===== src/rtl/i2cm_pkg.sv =====
// ----------------------------------------------------------------------------
// i2cm_pkg
// Types and constants shared by the I2C register-access master.
// ----------------------------------------------------------------------------
package i2cm_pkg;

    localparam int DEV_W     = 7;
    localparam int BYTE_W    = 8;
    localparam int STATUS_W  = 2;
    localparam int RDATA_W   = 16;
    localparam int CFG_IDX_W = 1;
    localparam int CFG_W     = 8;

    localparam logic [CFG_IDX_W-1:0] CFG_ACK_TIMEOUT = 1'b0;
    localparam logic [CFG_IDX_W-1:0] CFG_HALF_PERIOD = 1'b1;

    localparam logic [CFG_W-1:0] ACK_TIMEOUT_RST = 8'd200;
    localparam logic [CFG_W-1:0] HALF_PERIOD_RST = 8'd1;

    localparam logic [1:0] FUNC_TICK  = 2'd0;
    localparam logic [1:0] FUNC_WRITE = 2'd1;
    localparam logic [1:0] FUNC_READ  = 2'd2;

    typedef enum logic [1:0] {
        K_NONE,
        K_TICK,
        K_WRITE,
        K_READ
    } t_kind;

    typedef struct packed {
        t_kind              kind;
        logic [DEV_W-1:0]   dev_addr;
        logic [BYTE_W-1:0]  reg_addr;
        logic [BYTE_W-1:0]  write_data;
        logic               sda_in;
    } t_item;

    typedef struct packed {
        logic [RDATA_W-1:0]  read_data;
        logic [STATUS_W-1:0] status;
        logic                done;
        logic                busy;
        logic                sda_low;
        logic                scl;
    } t_res;

endpackage


===== src/rtl/i2cm_front.sv =====
// ----------------------------------------------------------------------------
// i2cm_front
// Decodes incoming beats into ticks and commands and holds them in a
// two-entry queue for the sequencer.
// ----------------------------------------------------------------------------
module i2cm_front (
    input  logic                       i_clk,
    input  logic                       i_rst_n,
    input  logic                       i_valid,
    output logic                       o_ready,
    input  logic [1:0]                 i_func,
    input  logic [i2cm_pkg::DEV_W-1:0] i_dev_addr,
    input  logic [i2cm_pkg::BYTE_W-1:0] i_reg_addr,
    input  logic [i2cm_pkg::BYTE_W-1:0] i_write_data,
    input  logic                       i_sda_in,
    output logic                       o_q_valid,
    output i2cm_pkg::t_item            o_q_item,
    input  logic                       i_q_pop
);
    import i2cm_pkg::*;

    localparam int DEPTH = 2;
    localparam int PTR_W = $clog2(DEPTH);

    t_item              r_mem [DEPTH];
    logic [PTR_W-1:0]   r_wr_ptr;
    logic [PTR_W-1:0]   r_rd_ptr;
    logic [PTR_W:0]     r_count;
    t_item              n_item;
    logic               push;

    always_comb begin
        n_item.dev_addr   = i_dev_addr;
        n_item.reg_addr   = i_reg_addr;
        n_item.write_data = i_write_data;
        n_item.sda_in     = i_sda_in;
        case (i_func)
            FUNC_TICK:  n_item.kind = K_TICK;
            FUNC_WRITE: n_item.kind = K_WRITE;
            FUNC_READ:  n_item.kind = K_READ;
            default:    n_item.kind = K_NONE;
        endcase
    end

    assign o_ready   = (r_count != (PTR_W+1)'(DEPTH)) ? 1'b1 : 1'b0;
    assign push      = i_valid && o_ready;
    assign o_q_valid = (r_count != '0);
    assign o_q_item  = r_mem[r_rd_ptr];

    always_ff @(posedge i_clk) begin
        if (push) begin
            r_mem[r_wr_ptr] <= n_item;
        end
    end

    always_ff @(posedge i_clk) begin
        if (!i_rst_n) begin
            r_wr_ptr <= '0;
            r_rd_ptr <= '0;
            r_count  <= '0;
        end else begin
            if (push) begin
                r_wr_ptr <= r_wr_ptr + PTR_W'(1);
            end
            if (i_q_pop) begin
                r_rd_ptr <= r_rd_ptr + PTR_W'(1);
            end
            case ({push, i_q_pop})
                2'b10:   r_count <= r_count + (PTR_W+1)'(1);
                2'b01:   r_count <= r_count - (PTR_W+1)'(1);
                default: r_count <= r_count;
            endcase
        end
    end

endmodule


===== src/rtl/i2cm_seq.sv =====
// ----------------------------------------------------------------------------
// i2cm_seq
// Bus sequencer: advances the START / byte / ACK / read / STOP phases one
// queued beat per cycle unless stalled, and registers bus levels and status.
// ----------------------------------------------------------------------------
module i2cm_seq (
    input  logic                          i_clk,
    input  logic                          i_rst_n,
    input  logic                          i_cfg_we,
    input  logic [i2cm_pkg::CFG_IDX_W-1:0] i_cfg_idx,
    input  logic [i2cm_pkg::CFG_W-1:0]    i_cfg_wdata,
    input  logic                          i_q_valid,
    input  i2cm_pkg::t_item               i_q_item,
    output logic                          o_q_pop,
    output logic                          o_valid,
    input  logic                          i_ready,
    output i2cm_pkg::t_res                o_res
);
    import i2cm_pkg::*;

    typedef enum logic [4:0] {
        PH_IDLE, PH_S0, PH_S1, PH_S2, PH_B0, PH_B1, PH_B2,
        PH_A0, PH_A1, PH_A2, PH_R0, PH_R1, PH_K0, PH_K1,
        PH_P0, PH_P1, PH_P2
    } t_phase;

    logic [CFG_W-1:0]    r_ack_timeout;
    logic [CFG_W-1:0]    r_half;

    t_phase              r_phase,      n_phase;
    logic [3:0]          r_bit_count,  n_bit_count;
    logic [BYTE_W-1:0]   r_shift,      n_shift;
    logic [RDATA_W-1:0]  r_read_word,  n_read_word;
    logic [CFG_W-1:0]    r_delay,      n_delay;
    logic [CFG_W-1:0]    r_ack_wait,   n_ack_wait;
    logic                r_is_read,    n_is_read;
    logic [DEV_W-1:0]    r_dev,        n_dev;
    logic [BYTE_W-1:0]   r_reg,        n_reg;
    logic [BYTE_W-1:0]   r_data,       n_data;
    logic [STATUS_W-1:0] r_status,     n_status;
    logic [2:0]          r_stage,      n_stage;
    logic                r_out_valid;
    t_res                r_out,        n_out;
    logic                done;
    logic [2:0]          stage_inc;

    assign o_q_pop = i_q_valid && (!r_out_valid || i_ready);
    assign o_valid = r_out_valid;
    assign o_res   = r_out;
    assign stage_inc = r_stage + 3'd1;

    always_comb begin
        n_phase     = r_phase;
        n_bit_count = r_bit_count;
        n_shift     = r_shift;
        n_read_word = r_read_word;
        n_delay     = r_delay;
        n_ack_wait  = r_ack_wait;
        n_is_read   = r_is_read;
        n_dev       = r_dev;
        n_reg       = r_reg;
        n_data      = r_data;
        n_status    = r_status;
        n_stage     = r_stage;
        done        = 1'b0;

        if (o_q_pop) begin
            case (i_q_item.kind)
                K_TICK: begin
                    if (r_phase == PH_A2) begin
                        if (!i_q_item.sda_in) begin
                            // ACK seen: move on to the next byte, a repeated START or the STOP
                            n_stage = stage_inc;
                            n_delay = '0;
                            if (stage_inc == 3'd1) begin
                                n_shift = r_reg; n_bit_count = '0; n_phase = PH_B0;
                            end else if (!r_is_read) begin
                                if (stage_inc == 3'd2) begin
                                    n_shift = r_data; n_bit_count = '0; n_phase = PH_B0;
                                end else begin
                                    n_phase = PH_P0;
                                end
                            end else if (stage_inc == 3'd2) begin
                                n_phase = PH_S0;
                            end else begin
                                n_bit_count = '0;
                                n_phase     = PH_R0;
                            end
                        end else if (r_ack_wait >= r_ack_timeout) begin
                            n_status = r_is_read ? STATUS_W'(1) : stage_inc[STATUS_W-1:0];
                            n_phase  = PH_P0;
                            n_delay  = '0;
                        end else begin
                            n_ack_wait = r_ack_wait + CFG_W'(1);
                        end
                    end else if (r_phase != PH_IDLE) begin
                        if (r_phase == PH_R1 && r_delay == '0) begin
                            n_read_word = {r_read_word[RDATA_W-2:0], i_q_item.sda_in};
                        end
                        if ({1'b0, r_delay} + 9'd1 >= {1'b0, r_half}) begin
                            n_delay = '0;
                            done    = (r_phase == PH_P2);
                            case (r_phase)
                                PH_S0: n_phase = PH_S1;
                                PH_S1: n_phase = PH_S2;
                                PH_S2: begin
                                    n_shift     = {r_dev, (r_stage == 3'd2)};
                                    n_bit_count = '0;
                                    n_phase     = PH_B0;
                                end
                                PH_B0: n_phase = PH_B1;
                                PH_B1: n_phase = PH_B2;
                                PH_B2: begin
                                    n_shift     = {r_shift[BYTE_W-2:0], 1'b0};
                                    n_bit_count = r_bit_count + 4'd1;
                                    n_phase     = (r_bit_count + 4'd1 >= 4'd8) ? PH_A0 : PH_B0;
                                end
                                PH_A0: n_phase = PH_A1;
                                PH_A1: begin
                                    n_ack_wait = '0;
                                    n_phase    = PH_A2;
                                end
                                PH_R0: n_phase = PH_R1;
                                PH_R1: begin
                                    n_bit_count = r_bit_count + 4'd1;
                                    n_phase     = (r_bit_count + 4'd1 >= 4'd8) ? PH_K0 : PH_R0;
                                end
                                PH_K0: n_phase = PH_K1;
                                PH_K1: begin
                                    if (r_stage == 3'd3) begin
                                        n_stage     = 3'd4;
                                        n_bit_count = '0;
                                        n_phase     = PH_R0;
                                    end else begin
                                        n_phase = PH_P0;
                                    end
                                end
                                PH_P0: n_phase = PH_P1;
                                PH_P1: n_phase = PH_P2;
                                default: n_phase = PH_IDLE;
                            endcase
                        end else begin
                            n_delay = r_delay + CFG_W'(1);
                        end
                    end
                end
                K_WRITE, K_READ: begin
                    if (r_phase == PH_IDLE) begin
                        n_is_read   = (i_q_item.kind == K_READ);
                        n_dev       = i_q_item.dev_addr;
                        n_reg       = i_q_item.reg_addr;
                        n_data      = i_q_item.write_data;
                        n_status    = '0;
                        n_read_word = '0;
                        n_stage     = '0;
                        n_bit_count = '0;
                        n_ack_wait  = '0;
                        n_delay     = '0;
                        n_phase     = PH_S0;
                    end
                end
                default: ;
            endcase
        end

        n_out.scl       = 1'b1;
        n_out.sda_low   = 1'b0;
        case (n_phase)
            PH_S1: n_out.sda_low = 1'b1;
            PH_S2: begin n_out.scl = 1'b0; n_out.sda_low = 1'b1; end
            PH_B0, PH_B1: begin
                n_out.scl     = 1'b0;
                n_out.sda_low = !n_shift[BYTE_W-1];
            end
            PH_B2: n_out.sda_low = !n_shift[BYTE_W-1];
            PH_A0, PH_R0: n_out.scl = 1'b0;
            PH_K0: begin n_out.scl = 1'b0; n_out.sda_low = (n_stage == 3'd3); end
            PH_K1: n_out.sda_low = (n_stage == 3'd3);
            PH_P0: begin n_out.scl = 1'b0; n_out.sda_low = 1'b1; end
            PH_P1: n_out.sda_low = 1'b1;
            default: ;
        endcase
        n_out.busy      = (n_phase != PH_IDLE);
        n_out.done      = done;
        n_out.status    = n_status;
        n_out.read_data = n_read_word;
    end

    always_ff @(posedge i_clk) begin
        if (!i_rst_n) begin
            r_ack_timeout <= ACK_TIMEOUT_RST;
            r_half        <= HALF_PERIOD_RST;
            r_phase       <= PH_IDLE;
            r_bit_count   <= '0;
            r_shift       <= '0;
            r_read_word   <= '0;
            r_delay       <= '0;
            r_ack_wait    <= '0;
            r_is_read     <= 1'b0;
            r_dev         <= '0;
            r_reg         <= '0;
            r_data        <= '0;
            r_status      <= '0;
            r_stage       <= '0;
            r_out_valid   <= 1'b0;
            r_out         <= '0;
        end else begin
            if (i_cfg_we) begin
                case (i_cfg_idx)
                    CFG_ACK_TIMEOUT: r_ack_timeout <= i_cfg_wdata;
                    CFG_HALF_PERIOD: r_half        <= i_cfg_wdata;
                    default: ;
                endcase
            end
            r_phase     <= n_phase;
            r_bit_count <= n_bit_count;
            r_shift     <= n_shift;
            r_read_word <= n_read_word;
            r_delay     <= n_delay;
            r_ack_wait  <= n_ack_wait;
            r_is_read   <= n_is_read;
            r_dev       <= n_dev;
            r_reg       <= n_reg;
            r_data      <= n_data;
            r_status    <= n_status;
            r_stage     <= n_stage;
            if (o_q_pop) begin
                r_out_valid <= 1'b1;
                r_out       <= n_out;
            end else if (i_ready) begin
                r_out_valid <= 1'b0;
            end
        end
    end

    a_done_idle: assert property (@(posedge i_clk) disable iff (!i_rst_n)
        r_out_valid && r_out.done |-> !r_out.busy)
        else $error("done flagged while still busy");

    a_idle_delay: assert property (@(posedge i_clk) disable iff (!i_rst_n)
        r_phase == PH_IDLE |-> r_delay == '0)
        else $error("delay count left running in idle");

    a_cmd_start: assert property (@(posedge i_clk) disable iff (!i_rst_n)
        o_q_pop && r_phase == PH_IDLE &&
        (i_q_item.kind == K_WRITE || i_q_item.kind == K_READ) |=> r_phase == PH_S0)
        else $error("command in idle did not start the bus");

    a_bit_range: assert property (@(posedge i_clk) disable iff (!i_rst_n)
        r_bit_count <= 4'd8)
        else $error("bit count out of range");

    a_read_status: assert property (@(posedge i_clk) disable iff (!i_rst_n)
        r_is_read && r_status != '0 |-> r_status == STATUS_W'(1))
        else $error("read reported a byte-specific NACK");

endmodule


===== src/rtl/i2c_master_register_access.sv =====
// ----------------------------------------------------------------------------
// i2c_master_register_access
// Bit-banged I2C master for one-byte register writes and two-byte reads.
// ----------------------------------------------------------------------------
// Every input beat (a tick carrying the sampled SDA level, or a command)
// yields exactly one output beat with the SCL level, the SDA pull-down, busy,
// a done pulse, the last status and the read word. The block takes one beat
// per cycle while the output is not stalled: the front end decodes beats
// into a two-entry queue and the sequencer retires one queued beat per cycle
// into a registered output, so a beat passes through the queue and then the
// output register. Bus timing is counted in ticks, half_period_ticks per
// interval; the user must write configuration through i_cfg_* only while no
// beat is in flight, and the block itself does not enforce this.
// ----------------------------------------------------------------------------
module i2c_master_register_access (
    input  logic                           i_clk,
    input  logic                           i_rst_n,
    input  logic                           i_cfg_we,
    input  logic [i2cm_pkg::CFG_IDX_W-1:0] i_cfg_idx,
    input  logic [i2cm_pkg::CFG_W-1:0]     i_cfg_wdata,
    input  logic                           s_axis_tvalid,
    output logic                           s_axis_tready,
    // dev_addr[6:0], reg_addr[14:7], write_data[22:15], sda_in[23]
    input  logic [23:0]                    s_axis_tdata,
    // func[1:0]
    input  logic [1:0]                     s_axis_tuser,
    output logic                           m_axis_tvalid,
    input  logic                           m_axis_tready,
    // scl[0], sda_low[1], busy_res[2], done_res[3], status[5:4],
    // read_data[21:6], zero[23:22]
    output logic [23:0]                    m_axis_tdata
);
    import i2cm_pkg::*;

    logic  q_valid;
    logic  q_pop;
    t_item q_item;
    t_res  res;

    i2cm_front u_front (
        .i_clk        (i_clk),
        .i_rst_n      (i_rst_n),
        .i_valid      (s_axis_tvalid),
        .o_ready      (s_axis_tready),
        .i_func       (s_axis_tuser),
        .i_dev_addr   (s_axis_tdata[6:0]),
        .i_reg_addr   (s_axis_tdata[14:7]),
        .i_write_data (s_axis_tdata[22:15]),
        .i_sda_in     (s_axis_tdata[23]),
        .o_q_valid    (q_valid),
        .o_q_item     (q_item),
        .i_q_pop      (q_pop)
    );

    i2cm_seq u_seq (
        .i_clk       (i_clk),
        .i_rst_n     (i_rst_n),
        .i_cfg_we    (i_cfg_we),
        .i_cfg_idx   (i_cfg_idx),
        .i_cfg_wdata (i_cfg_wdata),
        .i_q_valid   (q_valid),
        .i_q_item    (q_item),
        .o_q_pop     (q_pop),
        .o_valid     (m_axis_tvalid),
        .i_ready     (m_axis_tready),
        .o_res       (res)
    );

    assign m_axis_tdata = {2'b00, res.read_data, res.status, res.done, res.busy,
                           res.sda_low, res.scl};

endmodule

===== config.mk =====
export PLATFORM = sky130hd
export DESIGN_NAME = i2c_master_register_access
export DESIGN_NICKNAME = d
export VERILOG_FILES = /design/src/rtl/i2cm_pkg.sv /design/src/rtl/i2cm_front.sv /design/src/rtl/i2cm_seq.sv /design/src/rtl/i2c_master_register_access.sv
export SDC_FILE = /design/constraint.sdc
export NUM_CORES = 1
export LEC_CHECK = 0
export BUFFER_PORTS_ARGS = -buffer_cell sky130_fd_sc_hd__buf_2
export CAP_MARGIN = 25
export CORE_MARGIN = 1.5
export CORE_UTILIZATION = 40
export CTS_CLUSTER_DIAMETER = 100
export DETAILED_ROUTE_END_ITERATION = 6
export GPL_TIMING_DRIVEN = 0
export PLACE_DENSITY = 0.55
export SLEW_MARGIN = 30
export SYNTH_ARGS = -nofsm -noshare
export SYNTH_HDL_FRONTEND = slang
export SYNTH_SLANG_ARGS = --single-unit

===== constraint.sdc =====
create_clock -name i_clk -period 8.5 [get_ports i_clk]
set_input_delay 1.7 -clock i_clk [delete_from_list [all_inputs] [get_ports i_clk]]
set_output_delay 1.7 -clock i_clk [all_outputs]
set_load 0.02 [all_outputs]

Word level (Yosys, flattened, before mapping) --
Memory sizes are Yosys's and may differ from the RTL's. A register that Yosys moved wholly into a read port is not among the register bits. Index checks and enable logic that the tools add are counted.
Cells by class: bitwise gates (word level) 1, $add $sub $neg 9, equal/unequal tests 55, muxes and demuxes 89, reductions and logical operators 31, order comparisons 3
Operators with widths (number):
- $mux W8 | 21
- $mux W16 | 5
- $pmux W5 S14 | 1
- $eq A5 B4 Y1 const B | 13
- $mux W4 | 12
- $pmux W8 S2 | 3
- $mux W5 | 9
- $eq A5 B3 Y1 const B | 8
- $pmux W16 S2 | 1
- $mux W3 | 10
- $eq A5 B2 Y1 const B | 4
- $add A8 B1 Y8 const B | 2
- $reduce_and A8 Y1 | 2
- $mux W2 | 7
- $eq A3 B2 Y1 const B | 4
- $mux W1 | 12
- $ne A3 B3 Y1 const B | 4
- $pmux W4 S3 | 1
- $reduce_bool A2 Y1 | 6
- $ne A5 B4 Y1 const B | 2
- $pmux W5 S2 | 1
- $reduce_and A10 Y1 | 1
- $reduce_bool A5 Y1 | 2
- $add A8 B1 Y9 const B | 1
- other kinds (40) | 56
Word-level totals: word-level logic and storage cells 214, bits in writable memories 52, memories kept 1, input port bits 40, register bits after elaboration 121
Memory list:
- u_front.r_mem | words 2, width 26, rd ports 1, clocked after memory_dff 1, write ports 1, line i2cm_front.sv:25 | t_item r_mem [DEPTH];

Longest topological paths before layout --
Gate-level depths: netlist (run 1).
word-level depth 12, gate-level depth with buffers 14, mapped depth without buffers 13

By module --
From an unflattened synthesis (run 1), not the netlist that was laid out.
Second synthesis, totals: cell total of the unflattened synthesis 856, area, all modules 8241.7 um^2
Modules (own cells, without submodules):
- i2cm_seq | area an instance 6070.8 um^2, cells each 742, instances 1, sequential area each 2342.2 um^2
- i2cm_front | area an instance 2152.1 um^2, cells each 111, instances 1, sequential area each 1661.6 um^2
- i2c_master_register_access | area an instance 18.8 um^2, cells each 3, instances 1, sequential area each 0.0 um^2

Worst setup path before layout (run 1) --
Ideal clock, no wire load.
path kind input port to flip-flop, start input port m_axis_tready, end register u_front.r_count[1], data arrival time 3.543 ns, required time 8.430 ns, slack 4.886 ns, stages 8, cell sequence nor2b_1 or2_2 inv_1 clkbuf_1 clkbuf_1 ha_1 or3_1 a21oi_1
Between the ends: cells in the longest elaborated chain, start to end 4, elaborated cells on any way between the ends 6
RTL lines:
- start, declared | line i2c_master_register_access.sv:28 | input logic m_axis_tready,
- $logic_or A1 B1 Y1 * | line i2cm_seq.sv:47 | assign o_q_pop = i_q_valid && (!r_out_valid || i_ready);
- $logic_and A1 B1 Y1 * | line i2cm_seq.sv:47
- net q_pop | line i2c_master_register_access.sv:36 | logic q_pop;
- $eq A2 B1 Y1 / $eq A2 B2 Y1 (equally long branches) | line i2cm_front.sv:68 | case ({push, i_q_pop})
- $pmux W2 S2 / $reduce_bool A2 Y1 (equally long branches)
- end signal, assigned | line i2cm_front.sv:69 | 2'b10: r_count <= r_count + (PTR_W+1)'(1);
- end signal, assigned | line i2cm_front.sv:70 | 2'b01: r_count <= r_count - (PTR_W+1)'(1);
- end signal, assigned | line i2cm_front.sv:71 | default: r_count <= r_count;
- end, declared | line i2cm_front.sv:28 | logic [PTR_W:0] r_count;
The timed path passes the listed nets; every way through them passes the cells marked *. A chain may end at the register's enable or synchronous reset.

Final worst setup path (run 1) --
Ends and elaborated chain as after synthesis.

==> impl_metrics.sql, run 1 <==
INSERT INTO impl_metrics (metric_group, metric, value, unit) VALUES
('outcome', 'result_of_the_run', 'finished clean', ''),
('critical_path', 'cp_data_arrival_time', '4.16', 'ns'),
('sta', 'setup_violations', '0', ''),
('critical_path', 'regToRegEndpoint', 'u_seq.r_shift[3]', ''),
('route', 'wl', '19400', 'um'),
('finish', 'largest_register_ff_count', '52', ''),
('critical_path', 'timing.critical_path.fanout_max', '10', ''),
('clock_network', 'cts.clk_slew.worst_paths', '0.07', 'ns'),
('synth', 'yosys-top-cells-area', 'sky130_fd_sc_hd__dfxtp_1 30%, sky130_fd_sc_hd__edfxtp_1 19%, sky130_fd_sc_hd__nor2_1 4.7%, sky130_fd_sc_hd__ha_1 4.6%, sky130_fd_sc_hd__mux2i_1 3.6%', ''),
('route', 'dr_total_vias', '6339', ''),
('grt', 'antenna_found_initial', '0', ''),
('grt', 'grt_pass1_vias', '6036', ''),
('route', 'drcViolationCount', '0', ''),
('sta', 'setup-tns-final', '0', 'ns'),
('critical_path', 'category_of_the_most_critical_setup_path', 'in -> reg', ''),
('place', 'io_buffer_count', '63', ''),
('floorplan', 'dieWidth', '145', 'um'),
('power', 'p_clk_frac', '0.303', ''),
('sta', 'rsz0062_at_grt', 'false', ''),
('floorplan', 'fp.dieArea', '0.0212', 'mm2'),
('critical_path', 'critical_path.reg2reg.startpoint', 'u_seq.r_delay[0]', ''),
('clock_network', 'cts_tree', 'done', ''),
('clock_network', 'postCtsResizedCells', '0', ''),
('flow_run', 'cap_violations', '0', ''),
('critical_path', 'worst_reg2reg_setup_slack', '4.89', 'ns'),
('hold_path', 'worstHoldPathType', 'reg -> reg', ''),
('synth', 'syn-instance-count', '816', ''),
('place', 'place_area', '0.00882', 'mm2'),
('sta', 'finalHoldViolCount', '0', ''),
('sta', 'final.min_clock_period', '3.79', 'ns'),
('synth', 'synth.yosys.warnings', '0', ''),
('route', 'number_of_antenna_violating_nets_in_the_routed_design', '0', ''),
('sta', 'slew-limit-headroom', '0.429', ''),
('finish', 'num-nets-final', '970', ''),
('finish', 'final_layout_size_suffix_gt1_frac', '0.154', ''),
('synth', 'fraction_of_the_mapped_netlist_area_in_adder_cells', '0.0462', ''),
('synth', 'postSynthAreaPerCell', '9.95', 'um2'),
('clock_network', 'clock_sink_count', '174', ''),
('route', 'routed_wire_length_per_instance', '16.5', 'um'),
('clock_network', 'worstSkewPairLatency', '0.45', 'ns'),
('clock_network', 'max-clock-path-buffers', '2', ''),
('synth', 'post_synth_xor_xnor_area', '0.0203', ''),
('finish', 'finalCoreUtilization', '0.479', ''),
('synth', 'synth_cell_types', '78', ''),
('sta', 'worst_pin_slew', '0.854', 'ns'),
('power', 'switching_share', '0.363', ''),
('critical_path', 'critPathLaunch', 'm_axis_tready', ''),
('floorplan', 'io_pins', '66', ''),
('synth', 'yosys_register_bits', '174', ''),
('critical_path', 'critPathRequiredTime', '8.87', 'ns'),
('hold_path', 'holdCritStartpoint', 'u_seq.r_half[2]', ''),
('finish', 'design_area', '0.00944', 'mm2'),
('route', 'via_per_inst', '5.38', ''),
('hold_path', 'holdPathStages', '2', ''),
('synth', 'dominant_combinational_cell_family_by_area_after_synthesis', 'compound AO/OA/AOI/OAI gates', ''),
('power', 'power.density_cell_area', '278', 'mW/mm2'),
('critical_path', 'setup.worst_path.end_class', 'flop', ''),
('power', 'comb_power_share', '0.279', ''),
('sta', 'skew', '0.0150', 'ns'),
('synth', 'simple_logic_cell_fraction_of_the_synthesized_area', '0.171', ''),
('power', 'power.internal', '0.00167', 'W'),
('synth', 'yosysMostFrequentCell', 'sky130_fd_sc_hd__dfxtp_1', ''),
('floorplan', 'height_of_the_die', '145', 'um'),
('synth', 'yosys.area.top_type_share', '0.301', ''),
('power', 'power.leakage', '3.60', 'nW'),
('synth', 'synth-compound-area-share', '0.186', ''),
('grt', 'grt_start_max_net_pins', '27', ''),
('clock_network', 'cts.hold.buffers_added', '0', ''),
('power', 'share_seq_of_total_power', '0.418', ''),
('synth', 'yosys-mux-area-fraction', '0.0413', ''),
('clock_network', 'cts.repair_timing.setup_buffer_count', '0', '');
-- power groups by stage --
stage               logic (W)  clock network (W)  registers [W]
floorplan            0.000461                  0        0.00115
global placement     0.000719                  0        0.00112
detailed placement   0.000730                  0        0.00112
CTS                  0.000733           0.000813        0.00110
global route         0.000808           0.000847        0.00112
finish               0.000730           0.000794        0.00110
-- cells by family after synthesis --
| logic type | Yosys count |
|---|---|
| and+or+nand+nor | 281 |
| DFF | 174 |
| other | 1 |
| muxes | 32 |
| buffers and inverters | 80 |
| AOI/OAI and AO/OA | 200 |
| xor gates and xnor gates | 18 |
| adders and majority gates | 30 |
-- worst max-delay path by stage --
stage	end	slack, ns	cells after the start
3_3_place_gp	u_front.r_count[1]	4.26	9
5_1_grt	u_seq.r_shift[5]	4.53	12
3_5_place_dp	u_front.r_count[1]	4.23	9
4_1_cts	u_front.r_count[1]	4.70	9
2_1_floorplan	u_front.r_count[1]	4.89	8
6_report	u_front.r_count[1]	4.71	9
-- cell type report --
class | instances | area, um2
Clock buffer | 17 | 425
Inverter | 32 | 120
Clock inverter | 15 | 188
Multi-Input combinational cell | 563 | 3810
Fill cell | 1889 | 10300
Tap cell | 265 | 332
Sequential cell | 174 | 4000
Buffer | 48 | 219
Timing Repair Buffer | 64 | 343
-- placed cells by master, fill, tap and decap left out, types with 5 or more instances in the layout --
cell                        count
sky130_fd_sc_hd__a211oi_1      27
sky130_fd_sc_hd__a21oi_1       42
sky130_fd_sc_hd__a221oi_1      13
sky130_fd_sc_hd__a22oi_1       30
sky130_fd_sc_hd__and2_1         7
sky130_fd_sc_hd__and3_1        14
sky130_fd_sc_hd__buf_2         72
sky130_fd_sc_hd__clkbuf_1      29
sky130_fd_sc_hd__clkbuf_16     17
sky130_fd_sc_hd__clkinv_8       6
sky130_fd_sc_hd__dfxtp_1      122
sky130_fd_sc_hd__edfxtp_1      52
sky130_fd_sc_hd__ha_1          30
sky130_fd_sc_hd__inv_1         32
sky130_fd_sc_hd__mux2i_1       29
sky130_fd_sc_hd__nand2_1       55
sky130_fd_sc_hd__nand2b_1       7
sky130_fd_sc_hd__nand3_1       23
sky130_fd_sc_hd__nor2_1       101
sky130_fd_sc_hd__nor2b_1       11
sky130_fd_sc_hd__nor3_1        24
sky130_fd_sc_hd__o211a_1       11
sky130_fd_sc_hd__o211ai_1       7
sky130_fd_sc_hd__o21ai_0       15
sky130_fd_sc_hd__o221ai_1       8
sky130_fd_sc_hd__o31ai_1        5
sky130_fd_sc_hd__or3_1          6
sky130_fd_sc_hd__xnor2_1       11
sky130_fd_sc_hd__xor2_1         6
-- per-layer routing --
layer / GRT usage / part of all wire
met1: 0.242 / 0.46
met4: 0.0827 / 0.026
met5: 0 / 0
met3: 0.0361 / 0.039
met2: 0.307 / 0.47
-- per-stage QoR --
step / power, W / worst slack (ns) / hold slack, ns
6_report: 0.00262 / 4.71 / 0.460
5_1_grt: 0.00277 / 4.53 / 0.480
4_1_cts: 0.00264 / 4.70 / 0.461
3_5_place_dp: 0.00185 / 4.23 / 0.451
3_3_place_gp: 0.00183 / 4.26 / 0.445
2_1_floorplan: 0.00161 / 4.89 / 0.436
-- worst max-delay path, stage by stage --
cell	delay, ns
sky130_fd_sc_hd__buf_2	0.07
sky130_fd_sc_hd__nor2b_1	0.04
sky130_fd_sc_hd__or2_2	0.35
sky130_fd_sc_hd__inv_1	0.22
sky130_fd_sc_hd__clkbuf_1	0.41
sky130_fd_sc_hd__clkbuf_1	0.50
sky130_fd_sc_hd__ha_1	0.36
sky130_fd_sc_hd__or3_1	0.35
sky130_fd_sc_hd__a21oi_1	0.13
Power figures use the tool's default switching activity.
==> inputs of run 2 (changes only) <==
==> constraint.sdc (replaced) <==
create_clock -name i_clk -period 3.53 [get_ports i_clk]
set_input_delay 0.706 -clock i_clk [delete_from_list [all_inputs] [get_ports i_clk]]
set_output_delay 0.706 -clock i_clk [all_outputs]
set_load 0.02 [all_outputs]
==> impl_metrics.sql, run 2 (same netlist as run 1, synthesis figures left out) <==
INSERT INTO impl_metrics (metric_group, metric, value, unit) VALUES
('critical_path', 'crit_path_start_kind', 'flop', ''),
('route', 'wl', '19500', 'um'),
('clock_network', 'cts_tree', 'done', ''),
('finish', 'fillers', '1884', ''),
('floorplan', 'start_util', '0.412', ''),
('clock_network', 'clock-root-buffer', 'sky130_fd_sc_hd__clkbuf_16', ''),
('finish', 'largest-register', 'u_front.r_mem', ''),
('power', 'max-vdd-ir-drop', '0.408', 'mV'),
('outcome', 'result_of_the_run', 'finished clean', ''),
('grt', 'grt_start_max_net_pins', '27', ''),
('grt', 'grt_pass1_vias', '6043', ''),
('sta', 'post-route-worst-setup-slack', '0.167', 'ns'),
('sta', 'pins_over_slew_limit', '0', ''),
('floorplan', 'num_rows', '51', ''),
('flow_run', 'cap_violations', '0', ''),
('floorplan', 'dieWidth', '145', 'um'),
('power', 'power.leakage', '3.63', 'nW'),
('hold_path', 'worstHoldPathType', 'in -> reg', ''),
('clock_network', 'max-clock-path-buffers', '2', ''),
('critical_path', 'regToRegEndpoint', 'u_seq.r_ack_wait[7]', ''),
('route', 'drcViolationCount', '0', ''),
('finish', 'most_frequent_cells_in_the_layout', '122 x sky130_fd_sc_hd__dfxtp_1, 101 x sky130_fd_sc_hd__nor2_1, 72 x sky130_fd_sc_hd__buf_2, 55 x sky130_fd_sc_hd__nand2_1, 52 x sky130_fd_sc_hd__edfxtp_1', ''),
('route', 'drt_pass1_iterations', '5', ''),
('grt', 'globalRoute.totalOverflow', '0', ''),
('critical_path', 'timing.critical_path.fanout_max', '8', ''),
('grt', 'grt_pass1_wl', '31600', 'um'),
('route', 'initialDrtViolationCount', '404', ''),
('place', 'place_ws', '0.00149', 'ns'),
('critical_path', 'critPathLaunch', 'u_seq.r_delay[0]', ''),
('finish', 'area_growth_syn_to_layout', '17.1', '%'),
('sta', 'clock.fmax', '297', 'MHz'),
('critical_path', 'cp_data_arrival_time', '3.68', 'ns'),
('clock_network', 'cts_inserted_buffers', '17', ''),
('route', 'via_per_inst', '5.35', ''),
('hold_path', 'holdCritStartpoint', 's_axis_tdata[9]', ''),
('floorplan', 'fp.dieArea', '0.0212', 'mm2'),
('power', 'power.density_cell_area', '666', 'mW/mm2'),
('floorplan', 'height_of_the_die', '145', 'um'),
('clock_network', 'worstSkewPairLatency', '0.45', 'ns'),
('finish', 'num-nets-final', '974', ''),
('sta', 'slew-limit-headroom', '0.427', ''),
('clock_network', 'clock_sink_count', '174', ''),
('place', 'io_buffer_count', '63', ''),
('critical_path', 'worst_reg2reg_setup_slack', '0.17', 'ns'),
('critical_path', 'critPathRequiredTime', '3.85', 'ns'),
('route', 'dr_total_vias', '6324', ''),
('place', 'finalWeightedCongestion', '0.891', ''),
('sta', 'setup-tns-final', '0', 'ns'),
('sta', 'period_share', '0.953', ''),
('sta', 'setup_violations', '0', ''),
('finish', 'most_common_cell_after_layout_fill_and_taps_aside', 'sky130_fd_sc_hd__dfxtp_1', ''),
('sta', 'skew', '0.0147', 'ns'),
('finish', 'n_antenna_cell', '0', ''),
('place', 'dpl.cell_count', '1146', ''),
('sta', 'final.min_clock_period', '3.36', 'ns'),
('sta', 'rsz0062_at_grt', 'true', ''),
('floorplan', 'io_pins', '66', ''),
('critical_path', 'critical_path.reg2reg.startpoint', 'u_seq.r_delay[0]', ''),
('route', 'number_of_antenna_violating_nets_in_the_routed_design', '0', ''),
('grt', 'antenna_found_initial', '0', ''),
('place', 'hpwl_after_detailed_placement', '14000', 'um'),
('critical_path', 'critPathCapture', 'u_seq.r_ack_wait[7]', ''),
('finish', 'final_layout_size_suffix_gt1_frac', '0.162', ''),
('critical_path', 'r2r.worst_path.cells', '14', ''),
('clock_network', 'cts.clk_slew.worst_paths', '0.08', 'ns'),
('route', 'routed_wire_length_per_instance', '16.5', 'um'),
('floorplan', 'placeableCoreArea', '0.0197', 'mm2'),
('sta', 'finalHoldViolCount', '0', ''),
('clock_network', 'cts.htree.levels', '4', ''),
('finish', 'largest_register_ff_count', '52', ''),
('critical_path', 'category_of_the_most_critical_setup_path', 'reg -> reg', ''),
('critical_path', 'setup.worst_path.end_class', 'flop', ''),
('grt', 'gr-usage-all-layers', '0.188', ''),
('finish', 'post_layout_nonfiller_instances', '1182', ''),
('sta', 'worst_pin_slew', '0.858', 'ns');
run 2: changes by cell type in the layout (fill, tap and decap cells not counted), sizes merged:
cell,change
buf,+4
run 2: how the worst min path moves through the flow:
| stage | slack [ns] | end | cells past startpoint |
|---|---|---|---|
| after floorplan | 0.44 | u_seq.r_ack_timeout[1] | 2 |
| after global placement | 0.44 | u_seq.r_ack_timeout[2] | 2 |
| after detailed placement | 0.45 | u_seq.r_half[2] | 2 |
| after CTS | 0.43 | u_front.r_mem[1][11] | 1 |
| after global routing | 0.43 | u_front.r_mem[1][22] | 1 |
| final | 0.44 | u_front.r_mem[1][11] | 1 |
run 2: per-layer routing:
layer / GRT usage / wire [um] / vias to the layer above
li1: - / - / 3164
met1: 0.242 / 8950 / 2972
met2: 0.307 / 9200 / 158
met3: 0.0361 / 805 / 30
met4: 0.0832 / 507 / 0
met5: 0 / 0 / -
run 2: power breakdown:
part,switching [W],internal (W)
clock network,0.000944,0.000965
registers,0.000201,0.00244
logic,0.00115,0.000635
total,0.00230,0.00404
run 2: layout make-up:
type | instances | area, um2 | area share
Sequential cell | 174 | 4000 | 0.421
Multi-Input combinational cell | 563 | 3850 | 0.405
Clock buffer | 17 | 425 | 0.0447
Timing Repair Buffer | 68 | 373 | 0.0392
Tap cell | 265 | 332 | 0.0349
Buffer | 48 | 219 | 0.0230
Clock inverter | 15 | 188 | 0.0197
Inverter | 32 | 120 | 0.0126
run 2: worst max-delay path, cell delays in order, from the launching register on:
cell                      delay [ns]
sky130_fd_sc_hd__dfxtp_1        0.40
sky130_fd_sc_hd__ha_1           0.27
sky130_fd_sc_hd__nand3_1        0.13
sky130_fd_sc_hd__xnor2_1        0.17
sky130_fd_sc_hd__ha_1           0.31
sky130_fd_sc_hd__and3_1         0.24
sky130_fd_sc_hd__nand4_1        0.11
sky130_fd_sc_hd__buf_4          0.18
sky130_fd_sc_hd__buf_4          0.14
sky130_fd_sc_hd__a21o_1         0.22
sky130_fd_sc_hd__mux2i_4        0.19
sky130_fd_sc_hd__a31oi_4        0.16
sky130_fd_sc_hd__or4_4          0.54
sky130_fd_sc_hd__xor2_1         0.15
sky130_fd_sc_hd__nor2_1         0.05
run 2: through the flow:
stage | instance area (um2) | power [W] | utilization | hold slack [ns]
finish | 9510 | 0.00634 | 0.482 | 0.441
global route | 9510 | 0.00671 | 0.482 | 0.432
CTS | 9430 | 0.00637 | 0.478 | 0.430
detailed placement | 8820 | 0.00445 | 0.447 | 0.451
global placement | 8770 | 0.00442 | 0.445 | 0.445
floorplan | 8120 | 0.00388 | - | 0.436
run 2: timing repair:
action	in CTS	in global routing
pin swaps	1	3
buffers inserted	0	4
endpoints found under the setup margin	4	18
hold buffers	0	0
gates resized for setup	1	6
